[config.mk]
export PLATFORM = sky130hd
export DESIGN_NAME = png_header_dimension_parser_core
export DESIGN_NICKNAME = d
export VERILOG_FILES = /design/src/rtl/pngh_pkg.sv /design/src/rtl/pngh_parse.sv /design/src/rtl/png_header_dimension_parser_core.sv
export SDC_FILE = /design/constraint.sdc
export NUM_CORES = 1
export LEC_CHECK = 0
export BUFFER_PORTS_ARGS = -buffer_cell sky130_fd_sc_hd__buf_4
export CORE_ASPECT_RATIO = 1.25
export CORE_MARGIN = 2
export CORE_UTILIZATION = 40
export DETAILED_ROUTE_END_ITERATION = 8
export SLEW_MARGIN = 20
export SYNTH_ARGS = -nofsm -noshare
export SYNTH_HDL_FRONTEND = slang
export SYNTH_SLANG_ARGS = --single-unit
[constraint.sdc]
create_clock -name clk -period 5.2 [get_ports clk]
set_input_delay 0 -clock clk [delete_from_list [all_inputs] [get_ports clk]]
set_output_delay 0 -clock clk [all_outputs]
set_load 0.03 [all_outputs]
[src/rtl/pngh_pkg.sv]
`timescale 1ns / 1ps

package pngh_pkg;

  typedef enum logic [2:0] {
    PNGH_ST_OK           = 3'd0,
    PNGH_ST_TOO_SHORT    = 3'd1,
    PNGH_ST_BAD_SIG      = 3'd2,
    PNGH_ST_NO_LENGTH    = 3'd3,
    PNGH_ST_NO_IHDR      = 3'd4,
    PNGH_ST_WIDTH_SHORT  = 3'd5,
    PNGH_ST_HEIGHT_SHORT = 3'd6
  } pngh_status_t;

  typedef struct packed {
    logic [7:0] data_byte;
    logic       last_byte;
  } pngh_in_t;

  typedef struct packed {
    pngh_status_t status;
    logic [31:0]  image_width;
    logic [31:0]  image_height;
  } pngh_out_t;

  localparam logic [7:0] PNGH_SIG [8] = '{
    8'h89, 8'h50, 8'h4E, 8'h47, 8'h0D, 8'h0A, 8'h1A, 8'h0A
  };

  localparam logic [7:0] PNGH_IHDR [4] = '{8'h49, 8'h48, 8'h44, 8'h52};

  localparam logic [4:0] PNGH_POS_SIG_END    = 5'd7;
  localparam logic [4:0] PNGH_POS_LEN_START  = 5'd8;
  localparam logic [4:0] PNGH_POS_LEN_END    = 5'd11;
  localparam logic [4:0] PNGH_POS_TYPE_START = 5'd12;
  localparam logic [4:0] PNGH_POS_TYPE_END   = 5'd15;
  localparam logic [4:0] PNGH_POS_WID_START  = 5'd16;
  localparam logic [4:0] PNGH_POS_WID_END    = 5'd19;
  localparam logic [4:0] PNGH_POS_HGT_START  = 5'd20;
  localparam logic [4:0] PNGH_POS_HGT_END    = 5'd23;

endpackage

[src/rtl/pngh_parse.sv]
`timescale 1ns / 1ps

module pngh_parse (
  input  logic                clk,
  input  logic                rst,
  input  logic                fire,
  input  pngh_pkg::pngh_in_t  item,
  output logic                emit,
  output pngh_pkg::pngh_out_t res
);
  import pngh_pkg::*;

  logic [4:0]  byte_position;
  logic        signature_bad;
  logic        type_bad;
  logic [31:0] width_shift;
  logic [31:0] height_shift;
  logic        skipping_rest;

  logic         sig_bad_next;
  logic         type_bad_next;
  logic [31:0]  width_next;
  logic [31:0]  height_next;
  logic         in_sig;
  logic         in_type;
  logic         in_wid;
  logic         in_hgt;
  pngh_status_t status;
  pngh_status_t early_status;

  assign in_sig  = byte_position <= PNGH_POS_SIG_END;
  assign in_type = (byte_position >= PNGH_POS_TYPE_START) && (byte_position <= PNGH_POS_TYPE_END);
  assign in_wid  = (byte_position >= PNGH_POS_WID_START) && (byte_position <= PNGH_POS_WID_END);
  assign in_hgt  = byte_position >= PNGH_POS_HGT_START;

  assign sig_bad_next  = signature_bad |
                         (in_sig && (item.data_byte != PNGH_SIG[byte_position[2:0]]));
  assign type_bad_next = type_bad |
                         (in_type && (item.data_byte != PNGH_IHDR[byte_position[1:0]]));
  assign width_next    = in_wid ? {width_shift[23:0], item.data_byte} : width_shift;
  assign height_next   = in_hgt ? {height_shift[23:0], item.data_byte} : height_shift;

  always_comb begin
    priority if (byte_position < PNGH_POS_SIG_END) begin
      early_status = PNGH_ST_TOO_SHORT;
    end else if (byte_position < PNGH_POS_LEN_END) begin
      early_status = PNGH_ST_NO_LENGTH;
    end else if (byte_position < PNGH_POS_TYPE_END) begin
      early_status = PNGH_ST_NO_IHDR;
    end else if (byte_position < PNGH_POS_WID_END) begin
      early_status = PNGH_ST_WIDTH_SHORT;
    end else begin
      early_status = PNGH_ST_HEIGHT_SHORT;
    end
  end

  always_comb begin
    emit   = 1'b0;
    status = PNGH_ST_OK;
    if (!skipping_rest) begin
      priority if ((byte_position == PNGH_POS_SIG_END) && sig_bad_next) begin
        emit   = 1'b1;
        status = PNGH_ST_BAD_SIG;
      end else if ((byte_position == PNGH_POS_TYPE_END) && type_bad_next) begin
        emit   = 1'b1;
        status = PNGH_ST_NO_IHDR;
      end else if (byte_position >= PNGH_POS_HGT_END) begin
        emit   = 1'b1;
        status = PNGH_ST_OK;
      end else if (item.last_byte) begin
        emit   = 1'b1;
        status = early_status;
      end else begin
        emit   = 1'b0;
      end
    end
  end

  assign res.status       = status;
  assign res.image_width  = (status == PNGH_ST_OK) ? width_next : '0;
  assign res.image_height = (status == PNGH_ST_OK) ? height_next : '0;

  always_ff @(posedge clk) begin
    if (rst || (fire && item.last_byte)) begin
      byte_position <= '0;
      signature_bad <= 1'b0;
      type_bad      <= 1'b0;
      width_shift   <= '0;
      height_shift  <= '0;
      skipping_rest <= 1'b0;
    end else if (fire && !skipping_rest) begin
      signature_bad <= sig_bad_next;
      type_bad      <= type_bad_next;
      width_shift   <= width_next;
      height_shift  <= height_next;
      if (emit) begin
        skipping_rest <= 1'b1;
      end else begin
        byte_position <= byte_position + 5'd1;
      end
    end
  end

endmodule

[src/rtl/png_header_dimension_parser_core.sv]
`timescale 1ns / 1ps

// Channel | Signals                               | Carries
// input   | byte_valid, byte_ready, byte_data     | one file byte and last-byte flag
// output  | result_valid, result_ready, result_data | status, width, height
//
// One byte a cycle unless results stall; results come from the result register.
// The input register and the result register each hold one request.
// Rate is set by the single parse stage between them.
// Synchronous reset clears the parser state and both valid flags.
// A stalled result holds the parse stage, which then holds the input register.

module png_header_dimension_parser_core (
  input  logic                clk,
  input  logic                rst,
  input  logic                byte_valid,
  output logic                byte_ready,
  input  pngh_pkg::pngh_in_t  byte_data,
  output logic                result_valid,
  input  logic                result_ready,
  output pngh_pkg::pngh_out_t result_data
);
  import pngh_pkg::*;

  logic      in_vld;
  pngh_in_t  in_q;
  logic      adv;
  logic      emit;
  pngh_out_t res;

  assign adv        = in_vld && (!result_valid || result_ready);
  assign byte_ready = !in_vld || adv;

  always_ff @(posedge clk) begin
    if (rst) begin
      in_vld <= 1'b0;
    end else if (byte_valid && byte_ready) begin
      in_vld <= 1'b1;
    end else if (adv) begin
      in_vld <= 1'b0;
    end
  end

  always_ff @(posedge clk) begin
    if (byte_valid && byte_ready) begin
      in_q <= byte_data;
    end
  end

  pngh_parse u_parse (
    .clk  (clk),
    .rst  (rst),
    .fire (adv),
    .item (in_q),
    .emit (emit),
    .res  (res)
  );

  always_ff @(posedge clk) begin
    if (rst) begin
      result_valid <= 1'b0;
    end else if (adv && emit) begin
      result_valid <= 1'b1;
    end else if (result_ready) begin
      result_valid <= 1'b0;
    end
  end

  always_ff @(posedge clk) begin
    if (adv && emit) begin
      result_data <= res;
    end
  end

endmodule

==> impl_metrics.py <==
metrics = {
    "sta": {
        "slew_headroom_pct": 45.4,
        "finalSetupViolations": 0,
        "fin_crit_sh_pct": 67.7,
        "fin_worst_skew_ps": 5.28,
        "worst_slack_ps": 1680,
        "slew_violations": 0,
        "fin_crit_ps": 3520,
        "hold_slack_ps": 172,
        "setup_tns_ps": 0,
        "grt_setup_unrepaired": "false",
        "worst_slew_pin_slew_ps": 818,
        "fmax_mhz": 284,
        "hold_viol": 0,
    },
    "place": {
        "dp_cells": 902,
        "dp_hpwl_um": 9120,
        "io_buffers": 81,
        "post-place-ws_ps": 1650,
        "placed_cell_area_um2": 7310,
        "gp_congestion": 0.830,
    },
    "run_status": {
        "status": "complete, no violations",
    },
    "final_layout": {
        "syn_to_final_growth_pct": 23.0,
        "stdcell_count": 946,
        "fin_util_pct": 50.1,
        "n_fill_cell": 1474,
        "final_cell_mix": "136 x nand2_1, 88 x buf_4, 85 x a21oi_1",
        "drive_gt1_share_pct": 22.5,
        "diodes": 0,
        "fin_area_um2": 8090,
        "mostFrequentLayoutCell": "nand2_1",
        "finalNetCount": 737,
    },
    "routing": {
        "wire_per_inst_um": 14.9,
        "firstDrtPassIters": 4,
        "drtIter0Drc": 311,
        "via_per_inst": 4.92,
        "vias": 4651,
        "wirelength_um": 14100,
        "drc": 0,
        "detail-route-antenna-nets": 0,
    },
    "clocking": {
        "ctsResizeCount": 0,
        "clkLatencyLatePin_ps": 420,
        "clock-sinks": 150,
        "cts_hold_buf": 12,
        "cts-htree-levels": 4,
        "cts-root-buf": "clkbuf_16",
        "clk_pin_slew_ps": 60,
        "clockBufferDepth": 2,
        "cts_buffers": 17,
        "cts_tree": "built",
        "cts_setup_buffers": 0,
    },
    "global_route": {
        "track_usage_pct": 16.8,
        "grt_pass1_wl_um": 23200,
        "grt_pass1_vias": 4573,
        "antenna_found_initial": 0,
        "overflow": 0,
        "grt_max_degree": 70,
    },
    "power": {
        "powerDensity_nw_per_um2": 345,
        "p_leak_nw": 3.23,
        "peakVddDrop_mv": 0.178,
        "total_power_mw": 2.79,
    },
    "die": {
        "initial_core_util_pct": 40.8,
        "core.rowCount": 52,
        "coreArea_um2": 16100,
        "die_w_um": 119,
        "die_area_um2": 17500,
        "die_y_um": 147,
        "pin_count": 82,
    },
    "logic_synthesis": {
        "ys_types": 48,
        "synth.yosys.warnings": 0,
        "synth_edf_count": 76,
        "syn_area_um2": 6580,
        "netlist_instances": 644,
        "ys_seq_area_share_pct": 57.2,
        "syn_avg_cell_area_um2": 10.2,
        "synth_ff_type": "edfxtp_1",
        "syn-num-nets": 664,
        "async_flop_share_pct": 0,
        "synth-seq-cells": 150,
    },
    "worst_setup_path": {
        "cp_max_fo": 50,
        "critPathArrivalTime_ps": 3570,
        "cp-start-kind": "flop",
        "path_class": "flop to flop",
        "required_ps": 5250,
        "cp-end-kind": "flop",
    },
    "job": {
        "drv_cap": 0,
    },
    "min_path": {
        "hold_path.class": "input port to flop",
    },
}
[final cells by class]
class | instances | area [µm²] | area share (%)
tap | 216 | 270 | 3.34
inverter | 5 | 18.8 | 0.232
clock inverter | 13 | 228 | 2.81
clock buffer | 19 | 433 | 5.35
multi-input combinational | 443 | 2600 | 32.1
sequential | 150 | 3760 | 46.5
timing repair buffer | 100 | 781 | 9.65
[critical path, stage by stage, from the launching register on]
cell and delay, ps:
dfxtp_1 550, inv_1 150, ha_1 320, nor2_1 120
a21oi_1 70, xnor2_1 380, o41ai_4 220, a31oi_4 640
buf_4 640
[registers in the layout, indices dropped and copies added (netlist names)]
signal	flops
in_q	9
in_vld	1
result_data	67
result_valid	1
u_parse.byte_position	5
u_parse.height_shift	32
u_parse.signature_bad	1
u_parse.skipping_rest	1
u_parse.type_bad	1
u_parse.width_shift	32
[synthesized netlist by cell type (5+ instances only)]
master	instances	share of area (%)
nand2_1	136	7.8
a21oi_1	85	6.5
edfxtp_1	76	35
dfxtp_1	74	23
mux2i_1	61	9.3
nor2_1	53	3.0
clkbuf_1	32	1.8
nor2_2	30	2.9
o21ai_0	9	0.68
nand3_1	8	0.61
ha_1	7	1.3
buf_6	6	1.0
inv_1	5	0.29
[logic make-up (layout without fill, tap and decap cells)]
logic type,after synthesis,after routing,synth area share [%]
simple gates,259,259,17.6
fa+ha+maj,7,7,1.33
xor+xnor,5,5,0.666
buf+inv,51,137,3.84
mux,61,61,9.28
compound gates,111,111,10.1
flops,150,150,57.2
[routing by layer]
metal	up-vias	global-route usage, %	share of wire [%]
li1	2364	-	-
met1	2201	20.5	45
met2	74	28.8	51
met4	0	5.36	1.3
met5	-	0	0
met3	12	4.36	3.1
[worst paths after layout]
check	startpoint	to	slack, ps	depth (start not counted)
min	byte_valid	in_q[5]	170	2
min reg2reg	u_parse.height_shift[30]	u_parse.height_shift[30]	450	2
max reg2reg	u_parse.byte_position[1]	result_data[5]	1680	8
max	u_parse.byte_position[1]	result_data[5]	1680	8
[where the power goes]
| part | total (mW) | switching (mW) | internal [mW] |
|---|---|---|---|
| clock network | 1.37 | 0.474 | 0.900 |
| logic | 0.138 | 0.0917 | 0.0467 |
| registers | 1.28 | 0.0197 | 1.26 |
No activity file was read; power rests on OpenSTA's default activity.
